`src/hw/rtl/ctfc_pkg.sv`:
```
// shared types, constants and functions for the frame trailer crc check
// no dependencies
package ctfc_pkg;

    localparam int TRAILER_LEN = 4;
    localparam int FILL_W      = $clog2(TRAILER_LEN + 1);
    localparam int IDX_W       = $clog2(TRAILER_LEN);

    localparam logic [15:0] CRC_POLY       = 16'hA001;
    localparam logic [15:0] CRC_INIT_RESET = 16'hFFFF;

    typedef struct packed {
        logic [7:0] data;
        logic       last;
    } ctfc_item_t;

    typedef struct packed {
        logic [FILL_W-1:0] fill;
    } ctfc_status_t;

    // one byte through the reflected crc, bit by bit
    function automatic logic [15:0] crc_byte(input logic [15:0] crc, input logic [7:0] b);
        logic [15:0] c;
        c = crc ^ {8'h00, b};
        for (int i = 0; i < 8; i++)
        begin
            if (c[0])
            begin
                c = (c >> 1) ^ CRC_POLY;
            end
            else
            begin
                c = c >> 1;
            end
        end
        return c;
    endfunction

    // uppercase ascii hex digit of one nibble
    function automatic logic [7:0] hex_upper(input logic [3:0] nib);
        logic [7:0] ch;
        if (nib < 4'd10)
        begin
            ch = 8'h30 + {4'h0, nib};
        end
        else
        begin
            ch = 8'h41 + {4'h0, nib} - 8'd10;
        end
        return ch;
    endfunction

endpackage

```
`src/hw/rtl/ctfc_in_stage.sv`:
```
// input register stage: holds one accepted character until the core takes it
// depends on ctfc_pkg
module ctfc_in_stage
    import ctfc_pkg::*;
(
    input  logic       clk,
    input  logic       rst_n,
    input  logic       in_valid,
    output logic       in_stall,
    input  logic [7:0] data_byte,
    input  logic       last_byte,
    output logic       item_valid,
    output ctfc_item_t item,
    input  logic       item_take
);

    logic       valid_reg;
    logic       valid_next;
    ctfc_item_t item_reg;

    assign in_stall   = valid_reg && !item_take;
    assign valid_next = in_stall ? valid_reg : in_valid;

    always_ff @(posedge clk or negedge rst_n)
    begin
        if (!rst_n)
        begin
            valid_reg <= 1'b0;
        end
        else
        begin
            valid_reg <= valid_next;
        end
    end

    always_ff @(posedge clk)
    begin
        if (!in_stall && in_valid)
        begin
            item_reg.data <= data_byte;
            item_reg.last <= last_byte;
        end
    end

    assign item_valid = valid_reg;
    assign item       = item_reg;

endmodule

```
`src/hw/rtl/ctfc_frame_core.sv`:
```
// frame state (crc, trailer delay line, fill count) and the result register
// depends on ctfc_pkg
module ctfc_frame_core
    import ctfc_pkg::*;
(
    input  logic         clk,
    input  logic         rst_n,
    input  logic [15:0]  crc_init,
    input  logic         item_valid,
    input  ctfc_item_t   item,
    output logic         item_take,
    output logic         out_valid,
    input  logic         out_stall,
    output logic [15:0]  crc_value,
    output logic         crc_match,
    output logic         short_frame,
    output ctfc_status_t status
);

    logic [FILL_W-1:0] fill_reg, fill_next;
    logic [15:0]       crc_reg, crc_next;
    logic [7:0]        dly_reg [TRAILER_LEN];
    logic [7:0]        dly_next [TRAILER_LEN];

    logic        out_valid_reg, out_valid_next;
    logic [15:0] crc_value_reg;
    logic        crc_match_reg, short_frame_reg;

    logic        out_free;
    logic        full;
    logic [15:0] crc_base;
    logic [15:0] crc_upd;
    logic [7:0]  dly_upd [TRAILER_LEN];
    logic [FILL_W-1:0] fill_upd;
    logic        res_short;
    logic        res_match;
    logic        res_load;

    assign out_free  = !out_valid_reg || !out_stall;
    assign item_take = item_valid && (!item.last || out_free);
    assign res_load  = item_take && item.last;
    assign full      = (fill_reg >= FILL_W'(TRAILER_LEN));
    assign crc_base  = (fill_reg == '0) ? crc_init : crc_reg;

    always_comb
    begin
        crc_upd  = crc_base;
        fill_upd = fill_reg;
        for (int i = 0; i < TRAILER_LEN; i++)
        begin
            dly_upd[i] = dly_reg[i];
        end
        if (full)
        begin
            // oldest held character leaves the delay line into the crc
            crc_upd = crc_byte(crc_base, dly_reg[0]);
            for (int i = 0; i < TRAILER_LEN - 1; i++)
            begin
                dly_upd[i] = dly_reg[i + 1];
            end
            dly_upd[TRAILER_LEN - 1] = item.data;
        end
        else
        begin
            dly_upd[fill_reg[IDX_W-1:0]] = item.data;
            fill_upd = fill_reg + FILL_W'(1);
        end
    end

    always_comb
    begin
        res_short = (fill_upd < FILL_W'(TRAILER_LEN));
        res_match = !res_short;
        for (int i = 0; i < TRAILER_LEN; i++)
        begin
            if (dly_upd[i] != hex_upper(crc_upd[15 - 4 * i -: 4]))
            begin
                res_match = 1'b0;
            end
        end
    end

    always_comb
    begin
        fill_next = fill_reg;
        crc_next  = crc_reg;
        for (int i = 0; i < TRAILER_LEN; i++)
        begin
            dly_next[i] = dly_reg[i];
        end
        if (item_take)
        begin
            if (item.last)
            begin
                // frame done, start clean
                fill_next = '0;
                crc_next  = crc_init;
                for (int i = 0; i < TRAILER_LEN; i++)
                begin
                    dly_next[i] = 8'h00;
                end
            end
            else
            begin
                fill_next = fill_upd;
                crc_next  = crc_upd;
                for (int i = 0; i < TRAILER_LEN; i++)
                begin
                    dly_next[i] = dly_upd[i];
                end
            end
        end
    end

    assign out_valid_next = res_load ? 1'b1 : (out_valid_reg && out_stall);

    always_ff @(posedge clk or negedge rst_n)
    begin
        if (!rst_n)
        begin
            fill_reg      <= '0;
            crc_reg       <= CRC_INIT_RESET;
            out_valid_reg <= 1'b0;
            for (int i = 0; i < TRAILER_LEN; i++)
            begin
                dly_reg[i] <= 8'h00;
            end
        end
        else
        begin
            fill_reg      <= fill_next;
            crc_reg       <= crc_next;
            out_valid_reg <= out_valid_next;
            for (int i = 0; i < TRAILER_LEN; i++)
            begin
                dly_reg[i] <= dly_next[i];
            end
        end
    end

    always_ff @(posedge clk)
    begin
        if (res_load)
        begin
            crc_value_reg   <= crc_upd;
            crc_match_reg   <= res_match;
            short_frame_reg <= res_short;
        end
    end

    assign out_valid   = out_valid_reg;
    assign crc_value   = crc_value_reg;
    assign crc_match   = crc_match_reg;
    assign short_frame = short_frame_reg;
    assign status.fill = fill_reg;

endmodule

```
`src/hw/rtl/crc16_ascii_trailer_frame_check.sv`:
```
// top level of the frame trailer crc check
// depends on ctfc_pkg, ctfc_in_stage and ctfc_frame_core
//
// Takes one frame character per transfer and, on the character flagged last, returns one
// result: the reflected crc-16 (poly 0xA001) of all characters before the four-character
// trailer, whether the trailer spells that crc as four uppercase hex digits (high nibble
// first, case-sensitive), and a short-frame flag for frames under four characters (which
// then report no match and the start value as crc). One character is accepted every
// cycle, except that a last character waits in the input register, and the input stalls,
// while an earlier result is still held by a stalled sink. A result is loaded into the
// output register when the core takes its last character from the input register; the crc
// byte step runs between the input register and the result register. crc_init is
// sampled at the first character of each frame, so a write takes effect from the next
// frame; the config port is always ready.
module crc16_ascii_trailer_frame_check
    import ctfc_pkg::*;
(
    input  logic        clk,
    input  logic        rst_n,
    input  logic        cfg_valid,
    output logic        cfg_ready,
    input  logic [15:0] cfg_data,
    input  logic        in_valid,
    output logic        in_stall,
    input  logic [7:0]  data_byte,
    input  logic        last_byte,
    output logic        out_valid,
    input  logic        out_stall,
    output logic [15:0] crc_value,
    output logic        crc_match,
    output logic        short_frame
);

    logic [15:0]  crc_init_reg;
    logic         item_valid;
    ctfc_item_t   item;
    logic         item_take;
    ctfc_status_t status;

    assign cfg_ready = 1'b1;

    always_ff @(posedge clk or negedge rst_n)
    begin
        if (!rst_n)
        begin
            crc_init_reg <= CRC_INIT_RESET;
        end
        else if (cfg_valid && cfg_ready)
        begin
            crc_init_reg <= cfg_data;
        end
    end

    ctfc_in_stage u_in_stage (
        .clk        (clk),
        .rst_n      (rst_n),
        .in_valid   (in_valid),
        .in_stall   (in_stall),
        .data_byte  (data_byte),
        .last_byte  (last_byte),
        .item_valid (item_valid),
        .item       (item),
        .item_take  (item_take)
    );

    ctfc_frame_core u_core (
        .clk         (clk),
        .rst_n       (rst_n),
        .crc_init    (crc_init_reg),
        .item_valid  (item_valid),
        .item        (item),
        .item_take   (item_take),
        .out_valid   (out_valid),
        .out_stall   (out_stall),
        .crc_value   (crc_value),
        .crc_match   (crc_match),
        .short_frame (short_frame),
        .status      (status)
    );

    // a short frame never reports a match
    a_short_no_match: assert property (@(posedge clk) disable iff (!rst_n)
        out_valid && short_frame |-> !crc_match)
        else $error("short frame reported as matching");

    // input only backs up when a finished result is held by the sink
    a_stall_cause: assert property (@(posedge clk) disable iff (!rst_n)
        in_stall |-> out_valid && out_stall && item_valid && item.last)
        else $error("input stalled without a blocked result");

    // delay line fill never passes the trailer length
    a_fill_bound: assert property (@(posedge clk) disable iff (!rst_n)
        status.fill <= FILL_W'(TRAILER_LEN))
        else $error("trailer fill count out of range");

    // a last character taken always yields a result next cycle
    a_last_gives_result: assert property (@(posedge clk) disable iff (!rst_n)
        item_take && item.last |=> out_valid)
        else $error("last character taken without a result");

endmodule
```
`config.mk`:
```
export PLATFORM = sky130hd
export DESIGN_NAME = crc16_ascii_trailer_frame_check
export DESIGN_NICKNAME = d
export VERILOG_FILES = /design/src/hw/rtl/ctfc_pkg.sv /design/src/hw/rtl/ctfc_in_stage.sv /design/src/hw/rtl/ctfc_frame_core.sv /design/src/hw/rtl/crc16_ascii_trailer_frame_check.sv
export SDC_FILE = /design/constraint.sdc
export NUM_CORES = 1
export LEC_CHECK = 0
export BUFFER_PORTS_ARGS = -buffer_cell sky130_fd_sc_hd__buf_2
export CORE_ASPECT_RATIO = 1.25
export CORE_MARGIN = 2
export CORE_UTILIZATION = 45
export DETAILED_ROUTE_END_ITERATION = 16
export PLACE_DENSITY = 0.74
export SLEW_MARGIN = 15
export SYNTH_ARGS = -nofsm -noshare
export SYNTH_HDL_FRONTEND = slang
export SYNTH_HIERARCHICAL = 1
export SYNTH_SLANG_ARGS = --single-unit
export TNS_END_PERCENT = 1
```
`constraint.sdc`:
```
create_clock -name clk -period 4.8 [get_ports clk]
set_input_delay 0.72 -clock clk [delete_from_list [all_inputs] [get_ports clk]]
set_output_delay 0.72 -clock clk [all_outputs]
set_load 0.005 [all_outputs]
```
# After elaboration in Yosys (flattened, before gate mapping)

Index checks and enable logic that the tools add are counted.

Flip-flop bits (word level): 96
Input port bits: 30
Output and inout port bits: 21
Logic and storage cells: 95

Add/sub/neg operators: 13
$lt $le $gt $ge: 8
Eq/ne operators: 4
Multiplexer cells: 30
Bitwise operators: 10
Reductions and logical operators: 16

Operator list:

| cell                | number |
|---|---|
| $mux 16             | 18 |
| $mux 32             | 2 |
| $mux 8              | 5 |
| $add 7x4->8 const A | 4 |
| $bwmux 32           | 1 |
| $ne 8x8->1          | 4 |
| $sub 8x4->8 const B | 4 |
| $add 6x4->7 const A | 4 |
| $not 2->3           | 9 |
| $demux 8 s2         | 1 |
| $lt 4x4->1 const B  | 4 |
| $xor 16x8->16       | 1 |
| $ge 3x3->1 const B  | 2 |
| $logic_and 1x1->1   | 6 |
| $logic_not 1->1     | 6 |
| $mux 3              | 2 |
| $reduce_or 4->1     | 1 |
| $add 3x1->3 const B | 1 |
| $logic_not 3->1     | 1 |
| $lt 3x1->1 const B  | 1 |
| $lt 3x3->1 const B  | 1 |
| $logic_or 1x1->1    | 2 |
| $mux 1              | 1 |

# Longest topological paths before layout

Gate-level depths: netlist of run 1.

Depth after elaboration: 32
Gate-level depth with buffers: 18
Gate-level depth less buffers: 17

# By module

The synthesis of run 1 kept the hierarchy.

By module, submodules not included:

| module                          | times used | cells an instance | area each (sq um) | seq. area each (sq um) |
|---|---|---|---|---|
| ctfc_frame_core                 | 1          | 540               | 4870.9            | 1861.8 |
| crc16_ascii_trailer_frame_check | 1          | 36                | 680.7             | 420.4 |
| ctfc_in_stage                   | 1          | 14                | 327.8             | 295.3 |

# Least setup slack after synthesis of run 1

Ideal clock, no wire load.

Path kind: flip-flop to flip-flop
From: register u_core.fill_reg[0] (netlist: u_core/status[0])
To: register u_core.crc_match_reg (netlist: u_core/crc_match) (data pin)
Setup time: 0.133 ns
Arrival: 4.258 ns
Required time: 4.667 ns
Path slack: 0.409 ns
Cell stages (with the launch flop): 19
Buffers on the path: 1
Clock period less this slack: 4.391 ns
Cell sequence: dfrtp_1 > inv_1 > ha_1 > nand2b_4 > buf_6 > mux2i_1 > xnor2_2 > xnor3_1 > xnor3_2 > xnor3_1 > a21oi_2 > ha_1 > a22oi_1 > xnor2_1 > a2111oi_0 > and4b_1 > nand4_1 > a2111oi_0 > o2111a_1

Cells in the longest elaborated chain, start to end: 26
Elaborated cells between the ends (all ways): 65
Classes of those cells: add/sub: 13; order compare: 8; eq/ne: 4; mux: 26; bitwise: 10; reduce/logical: 4

Ends and longest elaborated chain:

| item                                                         | line                                  | text |
|---|---|---|
| from (decl)                                                  | ctfc_frame_core.sv:20                 | `logic [FILL_W-1:0] fill_reg, fill_next;` |
| from (signal assigned)                                       | ctfc_frame_core.sv:131                | `fill_reg <= fill_next;` |
| $logic_not 3->1                                              | ctfc_frame_core.sv:43                 | `assign crc_base = (fill_reg == '0) ? crc_init : crc_reg;` |
| $mux 16                                                      | ctfc_frame_core.sv:43                 |  |
| $xor 16x8->16                                                | ctfc_pkg.sv:24                        | `c = crc ^ {8'h00, b};` |
| $not 2->3 (no source line) / $mux 16 (equally long branches) | -                                     |  |
| $mux 16, on equally long branches                            | ctfc_pkg.sv:27, ctfc_frame_core.sv:53 |  |
| $mux 16 (tied with other cells)                              | ctfc_frame_core.sv:53                 | `if (full)` |
| $mux 16, on equally long branches                            | ctfc_pkg.sv:27, ctfc_frame_core.sv:53 |  |
| $mux 16 (tied with other cells)                              | ctfc_frame_core.sv:53                 |  |
| [... 10 more ...]                                            | -                                     |  |
| $mux 16 / $not 2->3 (equally long branches)                  | -                                     |  |
| $mux 16                                                      | ctfc_pkg.sv:27                        | `if (c[0])` |
| $mux 16                                                      | ctfc_frame_core.sv:53                 |  |
| $add 7x4->8                                                  | ctfc_pkg.sv:48                        | `ch = 8'h41 + {4'h0, nib} - 8'd10;` |
| $sub 8x4->8                                                  | ctfc_pkg.sv:48                        |  |
| $mux 8                                                       | ctfc_pkg.sv:42                        | `if (nib < 4'd10)` |
| $ne 8x8->1                                                   | ctfc_frame_core.sv:76                 | `if (dly_upd[i] != hex_upper(crc_upd[15 - 4 * i -: 4]))` |
| $reduce_or 4->1 (no source line)                             | -                                     |  |
| to (signal assigned)                                         | ctfc_frame_core.sv:146                | `crc_match_reg <= res_match;` |
| to (decl)                                                    | ctfc_frame_core.sv:27                 | `logic crc_match_reg, short_frame_reg;` |

Parallel ways exist; a longest one is shown, timed or not. The select of a mux whose other input is x is not followed.
A chain may end at the register's enable or synchronous reset.

# Worst setup path after layout of run 1

Ends and elaborated chain as after synthesis.

==> results.md, run 1 <==
* First-pass GRT wire length at 26,080 um
* Die Y at 131.8 um
* IO Pins at 51
* Post-synth ARST share at 71.88%
* CP peak stage delay at 0.46 ns
* Via density at 5.825
* H-tree lvl count at 3
* Fin crit period at 4.483 ns
* Post-DP HPWL at 11,540 um
* DP Cell Count at 789
* Top cells by area, synth: dfrtp_1, dfstp_2, edfxtp_1, mux2i_1, nand2_1
* Post-Syn Area per Cell at 9.965 um^2
* Crit share post-route at 93.40%
* Buffers on Ports at 49
* Clock skew at 0.01379 ns
* Most area-hungry cell type in the Yosys netlist: dfrtp_1
* Die ar. at 0.01400 mm^2
* Clock latency on the worst-skew pair at 0.35 ns
* CP startpoint kind: register
* Status: finished, final reports clean
* Mapped Cells at 590
* Num CTS Buffers at 9
* Starting Density at 46.22%
* Most instantiated cells after synthesis: nand2_1, mux2i_1, nor2_1, o21ai_0, a21oi_1
* CP endpoint kind: register
* Post-route cell area at 0.006676 mm^2
* Fin worst setup slack at 0.3170 ns
* Initial antenna violation count at 0
* Hold Path Class: register to register
* Worst path cell trace: inv_1 -> ha_4 -> nand2b_4 -> mux2i_2 -> xnor2_2 -> xnor2_2 -> xnor3_2 -> xnor3_1 -> a21oi_2 -> ha_1 -> a22oi_1 -> xnor2_1 -> a2111oi_0 -> and4b_1 -> nand4_1 -> a2111oi_2 -> o2111a_1
* CP Launch Point: u_core/status[0]$_DFFE_PN0P_
* Synth Net Count at 628
* # Max-Cap Violations at 0
* Number of flops mapped to enable cells by yosys at 27
* Pwr dens at 822.7 mW/mm^2
* Max FFs per register at 32
* Vias at 4,730
* Clock Path Buffers at 2
* Max VDD drop at 559.1 uV
* DR iter-0 viols at 411
* Max Fclk at 223.1 MHz
* Fin. Hold Viols at 0
* Crit-path most repeated cell: xnor2_2
* Core area at 0.01272 mm^2
* Rows at 46
* Final RePlAce weighted congestion at 1.016
* Placed Area at 0.006287 mm^2
* Synth Register Bits at 96
* Area Growth Syn to Fin at 13.56%
* YS warnings at 6
* Chip Width at 106.2 um
* Netlist cell types at 67
* Drt first pass iters at 5
* Setup violators final at 0
* Slowest stage cell on the critical path: xnor3_2
* Total gr overflow at 0
* Reg2reg start: u_core/status[0]$_DFFE_PN0P_
* # clock sinks at 96
* Final Power at 0.005493 W
* Clock-pin transition on the worst setup and hold timing paths at 0.07 ns
* Final non-filler cell total at 812
* CTS tree: yes
* Critical Path AT at 4.70 ns
* RSZ-0062 raised after global routing: no
* Post-synthesis sequential area ratio at 43.84%
* Root Driver: clkbuf_16
* Leakage at 2.922 nW
* Hold Crit Start: u_core/crc_reg[0]$_DFFE_PN1P_
* # diodes at 0
* GRT Overall Usage at 24.27%
* Largest net degree at the start of global routing at 86
* Cts hold-fix bufs at 0
* CP required at 5.02 ns
* Vias in the first global route at 4,709
* Pins over their slew limit at 0
* Most numerous cell in the Yosys netlist: nand2_1
* Dpl ws at 0.008230 ns
* Setup TNS at 0 ns
* Layout cells sized above 1 at 26.40%
* WL final at 16,530 um
* Least-Margin Pin Slew at 0.9210 ns
* DRC Markers at 0
* Worst relative slew slack at 38.60%
* Final Net Count at 677
* Synth Cell Area at 0.005879 mm^2
* Antenna-violating nets left at 0
* Routed len/inst at 20.35 um
* Yosys top cell area share at 15.75%
* Kind of critical path: register to register
* Ys flop type: dfrtp_1
* CP max FO at 5
[per-layer routing]
metal	routed length [um]	vias to the layer above	part of all wire (%)	global-route usage, %
met3	976	33	5.9	3.806
li1	-	2189	-	-
met2	8067	203	49	39.03
met1	6947	2305	42	32.44
met4	534	0	3.2	10.53
met5	0	-	0	0
[final timing paths]
kind,end,slack (ns),depth (start not counted)
max reg2reg,u_core/crc_match$_SDFFCE_PP0P_,0.32,17
min in group asynchronous,u_core/dly_reg[31]$_DFFE_PN0P_,0.52,1
min reg2reg,u_core/crc_reg[0]$_DFFE_PN1P_,0.48,2
max,u_core/crc_match$_SDFFCE_PP0P_,0.32,17
max in group asynchronous,u_core/dly_reg[30]$_DFFE_PN0P_,3.23,3
min,u_core/crc_reg[0]$_DFFE_PN1P_,0.48,2
[final cells by class]
cell class / count / area (um^2)
Clock buffer: 9 / 225.2
Inverter: 26 / 97.59
Fill cell: 1122 / 6043
Multi-Input combinational cell: 437 / 3099
Clock inverter: 7 / 70.07
Sequential cell: 96 / 2579
Tap cell: 168 / 210.2
Timing Repair Buffer: 69 / 395.4
[placed cells by master (no fill, tap or decap), drive strengths merged, types with 3 or more instances in the layout]
cell type	netlist	final
nand2	76	76
buf	9	69
mux2i	52	52
o21ai	49	49
nor2	49	49
a21oi	46	46
dfrtp	37	37
dfstp	32	32
edfxtp	27	27
inv	26	27
mux2	24	24
xnor2	16	16
xor2	12	12
nor2b	10	10
a22oi	10	10
clkbuf	23	9
ha	8	8
nand3	6	6
a31oi	6	6
xnor3	5	5
a211oi	4	4
clkinv	0	4
nand2b	3	4
o21a	3	3
or2	3	3
a21o	3	3
a22o	3	3
o22ai	3	3
a21boi	3	3
nor3	3	3
a32oi	3	3
nand4	3	3
o2111ai	3	3
and2	3	3
[power breakdown]
| part | internal (W) | switching [W] | leakage [nW] |
|---|---|---|---|
| combinational | 0.00148 | 0.00187 | 1.69 |
| sequential | 0.00117 | 0.000245 | 1.08 |
| clock | 0.000404 | 0.000327 | 0.146 |
| total | 0.00305 | 0.00244 | 2.92 |
[kinds of logic (layout without fill, tap and decap cells)]
family                   count (synthesis)  count (layout)  share of synthesized area, %
multiplexers                            77              77                         14.73
buffers and inverters                   58             111                         4.320
adder cells (fa/ha/maj)                  8               8                         1.703
other                                    1               1                       0.06378
AND/OR/NAND/NOR                        165             166                         12.60
flip-flops                              96              96                         43.84
AO/OA/AOI/OAI                          152             152                         15.88
XOR/XNOR                                33              33                         6.874
[what timing repair did]
item                       CTS  global route
setup buffers                1             5
pin swaps                    0             4
resized for setup            0             7
cloned                       0             1
setup endpoints to repair    1             1
[critical path, delay by kind of cell (launching register included)]
family | cells | cell delay (ns)
AOI/OAI and AO/OA | 5 | 1.35
xor gates and xnor gates | 5 | 1.22
and+or+nand+nor | 3 | 0.52
adders and majority gates | 2 | 0.45
DFF | 1 | 0.43
buffers and inverters | 1 | 0.19
muxes | 1 | 0.19
[through the flow]
stage	hold slack (ns)	util (%)
floorplan	0.4244	-
global placement	0.4616	49.43
detailed placement	0.4705	49.43
CTS	0.4802	51.81
global route	0.5146	52.49
finish	0.4787	52.49
Power figures use the tool's default switching activity.
==> run 2: changes to the inputs <==
--- a/config.mk
+++ b/config.mk
@@ -7,7 +7,7 @@
 export LEC_CHECK = 0
 export BUFFER_PORTS_ARGS = -buffer_cell sky130_fd_sc_hd__buf_2
 export CORE_ASPECT_RATIO = 1.25
-export CORE_MARGIN = 2
+export CORE_MARGIN = 4
 export CORE_UTILIZATION = 45
 export DETAILED_ROUTE_END_ITERATION = 16
 export PLACE_DENSITY = 0.74
==> results.md, run 2 (synthesized netlist as in run 1, its figures left out) <==
* Drt first pass iters at 6 (+1)
* # diodes at 0 (unchanged)
* Initial antenna violation count at 0 (unchanged)
* Status: finished, final reports clean
* Most common cell after layout, fill and taps aside: nand2_1
* Setup violators final at 0 (unchanged)
* Max FFs per register at 32 (unchanged)
* Setup slack, reg-to-reg at 0.26 ns (-0.06 ns)
* Crit-path most repeated cell: xnor3_1
* Filler instances at 1,134 (+1.1%)
* Pins over their slew limit at 0 (unchanged)
* Via density at 5.793 (-0.55%)
* IO Pins at 51 (unchanged)
* P_int at 0.003026 W (-0.75%)
* CP endpoint kind: register
* Setup TNS at 0 ns (unchanged)
* Highest routed metal layer: met4
* Fin. Hold Viols at 0 (unchanged)
* Final RePlAce weighted congestion at 1.039 (+2.3%)
* CP peak stage delay at 0.45 ns (about the same)
* Switch Pwr at 0.002439 W (-0.18%)
* Hold Crit Start: u_core/crc_reg[13]$_DFFE_PN1P_
* Routed len/inst at 19.63 um (-3.5%)
* Num CTS Buffers at 9 (unchanged)
* DRC Markers at 0 (unchanged)
* Post-DP HPWL at 11,510 um (-0.20%)
* Chip Width at 110.2 um (+3.8%)
* CP required at 5.01 ns (about the same)
* Buffers on Ports at 49 (unchanged)
* Rows at 46 (unchanged)
* Vias in the first global route at 4,632 (-1.6%)
* Vias at 4,710 (-0.42%)
* H-tree lvl count at 3 (unchanged)
* # clock sinks at 96 (unchanged)
* Worst relative slew slack at 43.09% (+4.5 points)
* Leakage at 2.927 nW (+0.16%)
* CP max FO at 5 (unchanged)
* WHS at 0.4947 ns (+0.01593 ns)
* WL final at 15,960 um (-3.4%)
* Core area at 0.01272 mm^2 (unchanged)
* Worst reg-to-reg path cell count at 17 (unchanged)
* Pwr dens at 818.2 mW/mm^2 (-0.55%)
* Area Growth Syn to Fin at 13.62% (about the same)
* CTS tree: yes
* Hold EP: u_core/crc_reg[13]$_DFFE_PN1P_
* Antenna-violating nets left at 0 (unchanged)
* Slowest stage cell on the critical path: xnor3_1
* Reg2reg start: u_core/status[1]$_DFFE_PN0P_
* Met3 Wirelength at 1068 um (+9.4%)
* Die ar. at 0.01497 mm^2 (+6.9%)
* Hold Path Class: register to register
* RSZ-0062 raised after global routing: no
* Crit share post-route at 94.56% (+1.2 points)
* Crit path depth at 17 (unchanged)
* M1 WL at 6389 um (-8.0%)
* Hold depth at 2 (unchanged)
* Fin crit period at 4.539 ns (+0.05582 ns)
* Root Driver: clkbuf_16
* Kind of critical path: register to register
* Clock latency on the worst-skew pair at 0.35 ns (about the same)
* Final Net Count at 678 (+0.15%)
* Worst path cell trace: inv_1 -> ha_2 -> nand2b_4 -> mux2i_2 -> xnor2_2 -> xnor3_1 -> xnor3_2 -> xnor3_1 -> a21oi_2 -> ha_1 -> a22oi_1 -> xnor2_1 -> a2111oi_0 -> and4b_1 -> nand4_1 -> a2111oi_2 -> o2111a_1
* Total gr overflow at 0 (unchanged)
* DR iter-0 viols at 390 (-5.1%)
* Layout cells sized above 1 at 26.36% (-0.041 points)
* # Max-Cap Violations at 0 (unchanged)
* Die Y at 135.8 um (+3.0%)
* First-pass GRT wire length at 25,220 um (-3.3%)
* Worst Path Buf+Inv at 1 (unchanged)
* CP Launch Point: u_core/status[1]$_DFFE_PN0P_
* Comb pwr share at 61.4% (+0.4 points)
* Reg-to-Reg End: u_core/crc_match$_SDFFCE_PP0P_
* Clock skew at 0.005706 ns (-0.008085 ns)
* Clock-pin transition on the worst setup and hold timing paths at 0.07 ns (about the same)
* Crit path max-delay family: compound AO/OA/AOI/OAI gates
* GRT Overall Usage at 22.19% (-2.1 points)
* WL met2 at 7864 um (-2.5%)
* Switch share at 44.63% (+0.14 points)
* CP startpoint kind: register
* Critical Path AT at 4.75 ns (+0.05 ns)
* Starting Density at 46.22% (unchanged)
* Clock Path Buffers at 2 (unchanged)
* Least-Margin Pin Slew at 0.8536 ns (-0.06738 ns)
* Clk pwr share at 13.0% (-0.3 points)
* Register share of total power at 25.6% (about the same)
* Largest net degree at the start of global routing at 86 (unchanged)
* Max VDD drop at 472.6 uV (-15%)
* Most frequent cells in the layout: nand2_1, buf_2, o21ai_0, nor2_1, mux2i_1
* Max Fclk at 220.3 MHz (-1.2%)
## run 2: cell count changes in the layout (fill, tap and decap cells not counted), sizes merged
cell / delta
buf: +1
bufinv: -1
clkbuf: +2
clkinv: -1
## run 2: cell type report
| class | count | area (um^2) | area share (%) |
|---|---|---|---|
| Sequential cell | 96 | 2579 | 38.60 |
| Inverter | 26 | 97.59 | 1.461 |
| Multi-Input combinational cell | 437 | 3084 | 46.17 |
| Timing Repair Buffer | 70 | 415.4 | 6.218 |
| Tap cell | 168 | 210.2 | 3.147 |
| Clock inverter | 5 | 40.04 | 0.5994 |
| Clock buffer | 11 | 254.0 | 3.802 |
## run 2: repair_timing
item                       4_1_cts  5_1_grt
gates resized for setup          0        6
hold buffers                     0        0
setup endpoints to repair        0        1
setup buffers                    0        6
## run 2: how the worst max path moves through the flow
stage	end
after floorplan	u_core/crc_match$_SDFFCE_PP0P_
after global placement	u_core/crc_match$_SDFFCE_PP0P_
after detailed placement	u_core/crc_match$_SDFFCE_PP0P_
after CTS	u_core/crc_match$_SDFFCE_PP0P_
after global routing	u_core/crc_match$_SDFFCE_PP0P_
final	u_core/crc_match$_SDFFCE_PP0P_
## run 2: power by group through the flow
stage	logic [W]	clock network (W)	registers, W
final	0.00336	0.000712	0.00140
after global routing	0.00366	0.000755	0.00143
after CTS	0.00320	0.000725	0.00139
after detailed placement	0.00318	0	0.00140
after global placement	0.00312	0	0.00139
after floorplan	0.00234	0	0.00133
## run 2: per-layer routing
metal | global-route usage, % | up-vias
li1 | - | 2195
met1 | 29.38 | 2269
met2 | 35.63 | 212
met3 | 3.147 | 34
met4 | 10.47 | 0
met5 | 0 | -
## run 2: metrics by stage
stage                     instances  total power [W]  cell area [um^2]  worst slack [ns]  util [%]
after CTS                       806         0.005312              6589            0.1095     51.80
after detailed placement        790         0.004579              6295            0.1306     49.49
after global placement          790         0.004517              6295            0.3136     49.49
final                           813         0.005466              6680            0.2612     52.52
after floorplan                 590         0.003670              5879            0.4090         -
after global routing            813         0.005836              6680           0.01998     52.52
## run 2: worst reg2reg max path: cells and delay by family, from the launching register on
kind	cells	cell delay, ns
XOR/XNOR	5	1.25
AND/OR/NAND/NOR	3	0.53
AO/OA/AOI/OAI	5	1.41
flip-flops	1	0.40
multiplexers	1	0.19
adder cells (fa/ha/maj)	2	0.51
buffers and inverters	1	0.12
